<file path="config.mk">
export PLATFORM = sky130hd
export DESIGN_NAME = tkfs_ctrl
export DESIGN_NICKNAME = d
export VERILOG_FILES = /design/src/rtl/core/tkfs_pkg.sv /design/src/rtl/core/tkfs_ctrl.sv
export SDC_FILE = /design/constraint.sdc
export NUM_CORES = 1
export LEC_CHECK = 0
export ABC_AREA = 1
export BUFFER_PORTS_ARGS = -buffer_cell sky130_fd_sc_hd__buf_2
export CAP_MARGIN = 30
export CELL_PAD_IN_SITES_DETAIL_PLACEMENT = 0
export CELL_PAD_IN_SITES_GLOBAL_PLACEMENT = 1
export CORE_AREA = 10 10 47 49
export CTS_CLUSTER_DIAMETER = 60
export DETAILED_ROUTE_END_ITERATION = 10
export DIE_AREA = 0 0 57 59
export PLACE_DENSITY = 0.36
export SLEW_MARGIN = 15
export SYNTH_ARGS = -nofsm -noshare
export SYNTH_HDL_FRONTEND = slang
export SYNTH_SLANG_ARGS = --single-unit
</file>
<file path="constraint.sdc">
create_clock -name i_clk -period 1.2 [get_ports i_clk]
set_input_delay 0.12 -clock i_clk [delete_from_list [all_inputs] [get_ports i_clk]]
set_output_delay 0.12 -clock i_clk [all_outputs]
set_load 0.02 [all_outputs]
</file>
<file path="src/rtl/core/tkfs_pkg.sv">
`timescale 1ns / 1ps
// shared types and constants of the top-k feature selector
// no dependencies
package tkfs_pkg;

    localparam int MAX_FEATURES = 32;
    localparam int COORD_BITS   = 12;
    localparam int SCORE_BITS   = 32;
    localparam int MAXC_BITS    = 6;

    // store index and fill count widths
    localparam int IDX_W = (MAX_FEATURES > 1) ? $clog2(MAX_FEATURES) : 1;
    localparam int CNT_W = $clog2(MAX_FEATURES + 1);
    localparam int CMP_W = (CNT_W > MAXC_BITS) ? CNT_W : MAXC_BITS;

    localparam logic [SCORE_BITS-1:0] THRESHOLD_RESET = 32'd16777;
    localparam logic [MAXC_BITS-1:0]  MAX_COUNT_RESET = 6'd32;

    typedef logic [1:0] t_cfg_idx;
    localparam t_cfg_idx CFG_THRESHOLD = 2'd0;
    localparam t_cfg_idx CFG_MAX_COUNT = 2'd1;

    typedef struct packed {
        logic [SCORE_BITS-1:0] score;
        logic [COORD_BITS-1:0] pix_x;
        logic [COORD_BITS-1:0] pix_y;
        logic                  frame_end;
    } t_in_item;

    typedef struct packed {
        logic [SCORE_BITS-1:0] feat_score;
        logic [COORD_BITS-1:0] feat_x;
        logic [COORD_BITS-1:0] feat_y;
        logic                  is_last;
        logic                  none_found;
    } t_out_item;

    typedef struct packed {
        logic insert;    // an input request is taken this cycle
        logic load_out;  // move the store head into the output register
    } t_dp_cmd;

    typedef struct packed {
        logic count_zero;
        logic count_one;
    } t_dp_stat;

endpackage

</file>
<file path="src/rtl/core/tkfs_ctrl.sv">
`timescale 1ns / 1ps
// controller: accept and emit sequencing, output valid
// depends on tkfs_pkg
module tkfs_ctrl import tkfs_pkg::*; (
    input  logic     i_clk,
    input  logic     i_rst_n,
    input  logic     i_in_valid,
    input  logic     i_in_frame_end,
    output logic     o_in_ready,
    output logic     o_out_valid,
    input  logic     i_out_ready,
    input  t_dp_stat i_stat,
    output t_dp_cmd  o_cmd
);

    typedef enum logic {
        S_IDLE,
        S_EMIT
    } t_state;

    t_state r_state;
    logic   r_out_valid;
    logic   w_accept;
    logic   w_load;
    logic   w_last;

    assign o_in_ready  = (r_state == S_IDLE);
    assign o_out_valid = r_out_valid;
    assign w_accept    = i_in_valid && (r_state == S_IDLE);
    assign w_load      = (r_state == S_EMIT) && (!r_out_valid || i_out_ready);
    assign w_last      = i_stat.count_zero || i_stat.count_one;

    always_comb begin
        o_cmd.insert   = w_accept;
        o_cmd.load_out = w_load;
    end

    always_ff @(posedge i_clk) begin
        if (!i_rst_n) begin
            r_state     <= S_IDLE;
            r_out_valid <= 1'b0;
        end else begin
            if (w_load) begin
                r_out_valid <= 1'b1;
            end else if (i_out_ready) begin
                r_out_valid <= 1'b0;
            end
            case (r_state)
                S_IDLE: begin
                    if (w_accept && i_in_frame_end) begin
                        r_state <= S_EMIT;
                    end
                end
                S_EMIT: begin
                    if (w_load && w_last) begin
                        r_state <= S_IDLE;
                    end
                end
                default: begin
                    r_state <= S_IDLE;
                end
            endcase
        end
    end

endmodule

</file>
* Yosys cells after proc, flatten, opt, wreduce, memory -nomap -nowiden
Index checks and enable logic that the tools add are counted.
Cells by class: multiplexer cells 5, bitwise logic cells 1, reductions and logical operators 8
Operators with widths (number):
- $logic_and 1x1->1 | 4
- $mux 1 | 4
- $logic_or 1x1->1 | 2
- $pmux 1 s2 | 1
- $reduce_bool 2->1 | 1
- $logic_not 1->1 | 1
- $not 1->1 | 1
Word-level totals: bits in registers 2, input port bits 7, output and inout bits 4, word-level logic and storage cells 16

* Longest topological paths before layout
Gate-level depths: netlist of run 1.
word-level depth 6, depth in mapped cells 5, depth with buffers taken out 5

* Worst setup path before layout of run 1
Ideal clock, no wire load.
kind register to output, start point register r_state, end point output port o_cmd[0] (netlist name), data arrival time 739 ps, path slack 341 ps, stages on the path, launching flop included 4, cell sequence dfxtp_1 -> inv_1 -> a21oi_1 -> buf_4
On the way: word-level cells in the longest chain between the ends 1
RTL lines:
- start: declaration | line tkfs_ctrl.sv:21 | t_state r_state;
- start signal: assignment | line tkfs_ctrl.sv:40 | r_state <= S_IDLE;
- start signal: assignment | line tkfs_ctrl.sv:51 | r_state <= S_EMIT;
- start signal: assignment | line tkfs_ctrl.sv:56 | r_state <= S_IDLE;
- $logic_and 1x1->1 | line tkfs_ctrl.sv:30 | assign w_load = (r_state == S_EMIT) && (!r_out_valid || i_out_ready);
- end: declaration | line tkfs_ctrl.sv:13 | output t_dp_cmd o_cmd
Every way passes these cells.

==> results of run 1 <==
==> flip-flops by register name, indices dropped and copies added, names as in the netlist <==
register,cells
r_state,1
o_out_valid,1
==> worst register-to-register path, stage by stage (launching register included) <==
cell and delay (ns):
dfxtp_1 0.32, nor2_2 0.12, nand2_1 0.07, a21oi_2 0.12
==> area by class of cell <==
cell class,instances,area (sq um)
well taps,16,20.0
fillers,169,1200
flip-flops and latches,2,40.0
repair buffers,10,50.0
clock buffers,3,22.5
multi-input cells,9,43.8
inverters,6,22.5
==> cell families (layout without fill, tap and decap cells) <==
family | count (synthesis) | count (layout)
buffers and inverters | 8 | 19
AND/OR/NAND/NOR | 6 | 6
AO/OA/AOI/OAI | 3 | 3
flip-flops | 2 | 2
==> cell usage in the layout (no fill, tap or decap), drive strengths merged <==
cell type	count
buf	10
inv	6
nand2	5
clkbuf	3
a21oi	3
dfxtp	2
nor2	1
==> through the flow <==
| step | hold WS, ns | setup slack, ns | cells | util [%] |
|---|---|---|---|---|
| finish | 0.135 | 0.133 | 46 | 14.2 |
| global route | 0.159 | 0.0686 | 46 | 14.2 |
| CTS | 0.133 | 0.116 | 46 | 14.2 |
| detailed placement | 0.368 | 0.360 | 43 | 12.6 |
| global placement | 0.365 | 0.388 | 43 | 12.6 |
| floorplan | 0.260 | 0.341 | 19 | - |
==> power by group through the flow <==
stage | logic, uW | clock network [uW] | registers (uW)
finish | 40.9 | 148 | 72.7
global route | 45.8 | 163 | 73.4
CTS | 42.1 | 156 | 72.7
detailed placement | 42.0 | 0 | 73.6
global placement | 42.0 | 0 | 73.4
floorplan | 27.0 | 0 | 75.2
==> routing by layer <==
| metal | track usage (%) | up-vias | share of wire [%] |
|---|---|---|---|
| li1 | - | 74 | - |
| met1 | 1.53 | 49 | 28 |
| met2 | 3.57 | 5 | 51 |
| met3 | 3.86 | 2 | 18 |
| met4 | 3.02 | 0 | 1.6 |
| met5 | 0 | - | 0 |
==> worst min path at each step <==
stage	cells past startpoint	end	slack (ns)
2_1_floorplan	2	r_state$_SDFF_PN0_	0.26
3_3_place_gp	3	r_state$_SDFF_PN0_	0.37
3_5_place_dp	3	r_state$_SDFF_PN0_	0.37
4_1_cts	3	r_state$_SDFF_PN0_	0.13
5_1_grt	3	r_state$_SDFF_PN0_	0.16
6_report	3	r_state$_SDFF_PN0_	0.13
==> summary.txt, run 1 <==
Detailed routing
  – Routed WL per cell: 8.17 microns
  – Vias: 130
  – DRC errors left: 0
  – Routed Antenna Nets: 0
  – Total Wirelength: 376 microns
  – 1st-iter DRT viols: 5
  – Post-DR vias/cell: 2.83
  – Drt pass-1 iters: 2

Clocking
  – H-tree Lvls: 1
  – Post-CTS Setup Inserts: 0
  – CTS tree: done
  – Clock Tree Buf Depth: 2
  – Clock sink total: 2
  – Clock slew at reported path FFs: 0.03 ns
  – CTS root buffer: clkbuf_4
  – Hold buffer count at CTS: 0
  – Worst skew pair latency: 0.22 ns
  – CTS buffer count: 3
  – Post-CTS sizing: 0

Critical path
  – FF-to-FF path depth: 3
  – Slowest stage delay, CP: 0.35 ns
  – Slowest cell on crit path: dfxtp_1
  – Startpoint types: flip-flop
  – Number of stages on the worst setup path: 3
  – Worst Setup EP: o_cmd[0]
  – Crit. Startpoint: r_state$_SDFF_PN0_
  – Top Family by Delay on Critical Path: flip-flops
  – Worst path required time: 1.08 ns
  – Reg2Reg Launch Point: r_state$_SDFF_PN0_
  – Worst path arrival time: 0.95 ns
  – R2R Setup Slk: 0.50 ns
  – CP Capture Type: output pin
  – CP Max Fanout: 3
  – Bufs and invs on worst path: 2
  – Reg2reg end: r_state$_SDFF_PN0_
  – WS Path Type: flip-flop to output pin
  – Crit path cell chain: inv_1, a21oi_1, buf_2

Synth
  – Post-Synth Adder-Cell Area: 0%
  – Compound-Gate Fraction of Synth Area: 15.5%
  – Top area cells in the synthesized netlist: dfxtp_1 (33%), inv_1 (19%), nand2_1 (15%)
  – Multiplexer area fraction after synthesis: 0%
  – Post-synth EDFFs: 0
  – Part of the Yosys area used for sequential elements: 33.0%
  – Mapped Area: 121 sq um
  – Gate Count Post-Synth: 19
  – FF+latch count, synth: 2
  – XOR/XNOR share of the synthesized area: 0%
  – Synth area leader: dfxtp_1
  – Share of Yosys cell area claimed by the top area cell type: 33.0%
  – Most used DFF post-synth: dfxtp_1
  – Synth Area per Inst: 6.39 sq um
  – Ys async rst share: 0%
  – Synth unique cells: 7
  – Most common library cells after synthesis: inv_1 (6), nand2_1 (5), a21oi_1 (2), buf_4 (2), dfxtp_1 (2)
  – Simple-gate share of the synthesized area: 20.6%
  – YS warnings: 0
  – Largest family of logic cells by synthesized area: buffers and inverters
  – Post-synth net total: 26
  – Most frequent cell after synthesis: inv_1

STA
  – Slew HR: 92.3%
  – Clock Skew: 0.00445 ns
  – Setup TNS Final: 0 ns
  – RSZ-0062 raised after global routing: false
  – Tmin final: 1.07 ns
  – Tightest Pin Transition: 0.115 ns
  – Setup Viol. Count Final: 0
  – Fmax: 937 MHz
  – Slew Viols, Final: 0
  – Final Hold Vio Count: 0
  – Final Cycle Share: 89.0%

Cells and area
  – Post-route cell area: 199 sq um
  – Layout area overhead: 63.9%
  – Final Net Count: 39
  – # diodes: 0
  – Share of layout cells above drive strength 1: 50.0%

Power
  – P_int: 198 uW
  – PwrDens: 1320 nW/um^2
  – Clock power share: 56.6%
  – Sw frac: 24.5%
  – Gate power share: 15.6%
  – Peak VDD IR: 0.000414 V
  – Total chip power: 262 uW
  – LEAKAGE: 0.000118 uW
  – Net Switching: 64.2 uW
  – Sequential power share: 27.8%

Floorplan
  – CORE AREA: 1400 sq um
  – Die area: 3360 sq um
  – Row count: 14
  – Die Width: 57 microns
  – Die Height: 59 microns
  – I/O pins: 11
  – Initial Util: 8.66%

GRT
  – Vias in the first global route: 154
  – Largest net degree at the start of global routing: 4
  – All-layer global routing usage: 2.72%
  – Gr ovfl total: 0
  – Antenna violations before repair: 0
  – First-pass GRT wire length: 634 microns

Placed design
  – Area after DPL: 176 sq um
  – Final GP Congestion: 0.670
  – Input/output buffers: 10

Outcome
  – Status: complete, no violations

Flow run
  – Max_cap viols: 0

Worst hold path
  – Type of the worst min-delay path: input port to flip-flop
  – Worst Hold Launch: i_rst_n
Power figures use the tool's default switching activity.
==> run 2, diff against run 1 <==
--- a/config.mk
+++ b/config.mk
@@ -5,7 +5,7 @@
 export SDC_FILE = /design/constraint.sdc
 export NUM_CORES = 1
 export LEC_CHECK = 0
-export ABC_AREA = 1
+export ABC_AREA = 0
 export BUFFER_PORTS_ARGS = -buffer_cell sky130_fd_sc_hd__buf_2
 export CAP_MARGIN = 30
 export CELL_PAD_IN_SITES_DETAIL_PLACEMENT = 0
@@ -14,7 +14,7 @@
 export CTS_CLUSTER_DIAMETER = 60
 export DETAILED_ROUTE_END_ITERATION = 10
 export DIE_AREA = 0 0 57 59
-export PLACE_DENSITY = 0.36
+export PLACE_DENSITY = 0.33
 export SLEW_MARGIN = 15
 export SYNTH_ARGS = -nofsm -noshare
 export SYNTH_HDL_FRONTEND = slang
==> run 2 against run 1 <==
Net effect: worst hold slack worse by 0.012 ns; clock-buffer cell count unchanged; core utilization down 0.98 points; non-clock buffer count unchanged; clock power about the same; worst setup slack worse by 0.039 ns; critical path depth down 1; critical endpoint is now o_cmd[1]; largest power group unchanged; highest routed layer is now met3.
==> summary.txt, run 2 <==
Clocking
  – CTS buffer count: 3
  – Clock slew at reported path FFs: 0.03 ns
  – Post-CTS sizing: 0
  – CTS root buffer: clkbuf_4
  – H-tree Lvls: 1
  – Worst skew pair latency: 0.22 ns
  – Clock Tree Buf Depth: 2
  – Clock sink total: 2
  – Hold buffer count at CTS: 0
  – Post-CTS Setup Inserts: 0
  – CTS tree: done

Placed design
  – Input/output buffers: 10
  – Placed insts: 36
  – Setup WS pre-CTS: 0.302 ns
  – Final GP Congestion: 0.530
  – HPWL Detailed: 341 microns

GRT
  – All-layer global routing usage: 2.93%
  – Gr ovfl total: 0
  – Vias in the first global route: 126
  – Antenna violations before repair: 0
  – First-pass GRT wire length: 627 microns
  – Largest net degree at the start of global routing: 5

STA
  – Slew HR: 87.5%
  – Setup Viol. Count Final: 0
  – Clock Skew: 0.00521 ns
  – Setup TNS Final: 0 ns
  – Hold_ws: 0.123 ns
  – Tightest Pin Transition: 0.187 ns
  – Slew Viols, Final: 0
  – Final Cycle Share: 92.2%
  – RSZ-0062 raised after global routing: false
  – Final Hold Vio Count: 0
  – Fmax: 904 MHz
  – Final Worst Setup Slack: 0.0938 ns
  – Tmin final: 1.11 ns

Detailed routing
  – Total Wirelength: 388 microns
  – Routed WL per cell: 9.95 microns
  – Routed Antenna Nets: 0
  – DRC errors left: 0
  – Post-DR vias/cell: 3.03
  – 1st-iter DRT viols: 2
  – Drt pass-1 iters: 2
  – Vias: 118

Critical path
  – Worst path arrival time: 0.99 ns
  – Bufs and invs on worst path: 1
  – Startpoint types: flip-flop
  – CP Max Fanout: 4
  – Top Family by Delay on Critical Path: flip-flops
  – Slowest stage delay, CP: 0.38 ns
  – CP Capture Type: output pin
  – Crit path cell chain: and2b_2, buf_2
  – WS Path Type: flip-flop to output pin
  – Slowest cell on crit path: dfxtp_1
  – Worst path required time: 1.08 ns

Floorplan
  – CORE AREA: 1400 sq um
  – Die Height: 59 microns
  – Die area: 3360 sq um
  – I/O pins: 11
  – Die Width: 57 microns
  – Row count: 14
  – Initial Util: 7.68%

Cells and area
  – Final Net Count: 32
  – Layout area overhead: 72.1%
  – Final Non-Filler Cells: 39
  – Most common cell after layout, fill and taps aside: buf_2
  – Share of layout cells above drive strength 1: 69.6%
  – # diodes: 0
  – Commonest non-fill, non-tap cells in the layout: buf_2 (10), clkbuf_4 (3), nor2_1 (2), dfxtp_1 (2)

Synth
  – YS warnings: 0
  – Gate Count Post-Synth: 12
  – FF+latch count, synth: 2
  – Ys async rst share: 0%
  – Most used DFF post-synth: dfxtp_1
  – Post-synth net total: 19
  – Most common library cells after synthesis: buf_4 (2), dfxtp_1 (2), nor2_1 (2)
  – Top area cells in the synthesized netlist: dfxtp_1 (37%), buf_4 (14%), o311a_1 (9.3%)
  – Part of the Yosys area used for sequential elements: 37.2%
  – Mapped Area: 108 sq um
  – Synth area leader: dfxtp_1
  – Synth unique cells: 9
  – Synth Area per Inst: 8.97 sq um
  – Post-synth EDFFs: 0
  – Share of Yosys cell area claimed by the top area cell type: 37.2%

Worst hold path
  – Type of the worst min-delay path: input port to flip-flop

Power
  – Peak VDD IR: 0.000501 V
  – PwrDens: 1460 nW/um^2
  – LEAKAGE: 0.0000964 uW

Flow run
  – Max_cap viols: 0

Outcome
  – Status: complete, no violations
-- run 2: cell types whose count changed after synthesis, sizes merged --
cell   before  now
inv         6    1
nand2       5    0
a21oi       3    0
a21o        0    1
and2b       0    1
nor2        1    2
nor2b       0    1
o21a        0    1
o311a       0    1
-- run 2: kinds of logic after synthesis --
family	Yosys count	share of synthesized area, %
buffers and inverters	3	17.4
AO/OA/AOI/OAI	3	24.4
AND/OR/NAND/NOR	4	20.9
flip-flops	2	37.2
-- run 2: routing by layer --
layer  part of all wire [%]  global-route usage (%)  vias to the layer above  wire, microns
met5                      0                       0                        -              0
met4                      0                    3.02                        0              0
met3                     26                    5.15                        0            100
met2                     24                    2.02                       10             94
met1                     50                    2.60                       47            193
li1                       -                       -                       61              -
-- run 2: final timing paths --
check,cells after the start,slack (ns),to,startpoint
worst min register to register,1,0.55,o_out_valid$_SDFFE_PN0P_,r_state$_SDFF_PN0_
worst max register to register,2,0.31,r_state$_SDFF_PN0_,r_state$_SDFF_PN0_
worst max-delay path,2,0.09,o_cmd[1],r_state$_SDFF_PN0_
worst min-delay path,2,0.12,o_out_valid$_SDFFE_PN0P_,i_rst_n
-- run 2: cell type report --
class	instances	area, sq um
clock buffer	3	22.5
fill	168	1220
inverter	1	3.75
multi-input combinational	7	48.8
sequential	2	40.0
tap	16	20.0
timing repair buffer	10	50.0
-- run 2: per-stage QoR --
stage / utilization [%] / total power (uW) / instance area [sq um]
global route: 13.2 / 296 / 185
finish: 13.2 / 271 / 185
global placement: 11.6 / 125 / 163
detailed placement: 11.6 / 126 / 163
floorplan: - / 110 / 108
CTS: 13.2 / 281 / 185
-- run 2: where the power goes --
group	leakage [uW]	internal, uW	switching [uW]	total, uW
registers	0.0000164	71.6	3.62	75.2
clock network	0.0000138	110	36.2	146
logic	0.0000661	23.1	25.9	49.0
total	0.0000964	205	65.8	271
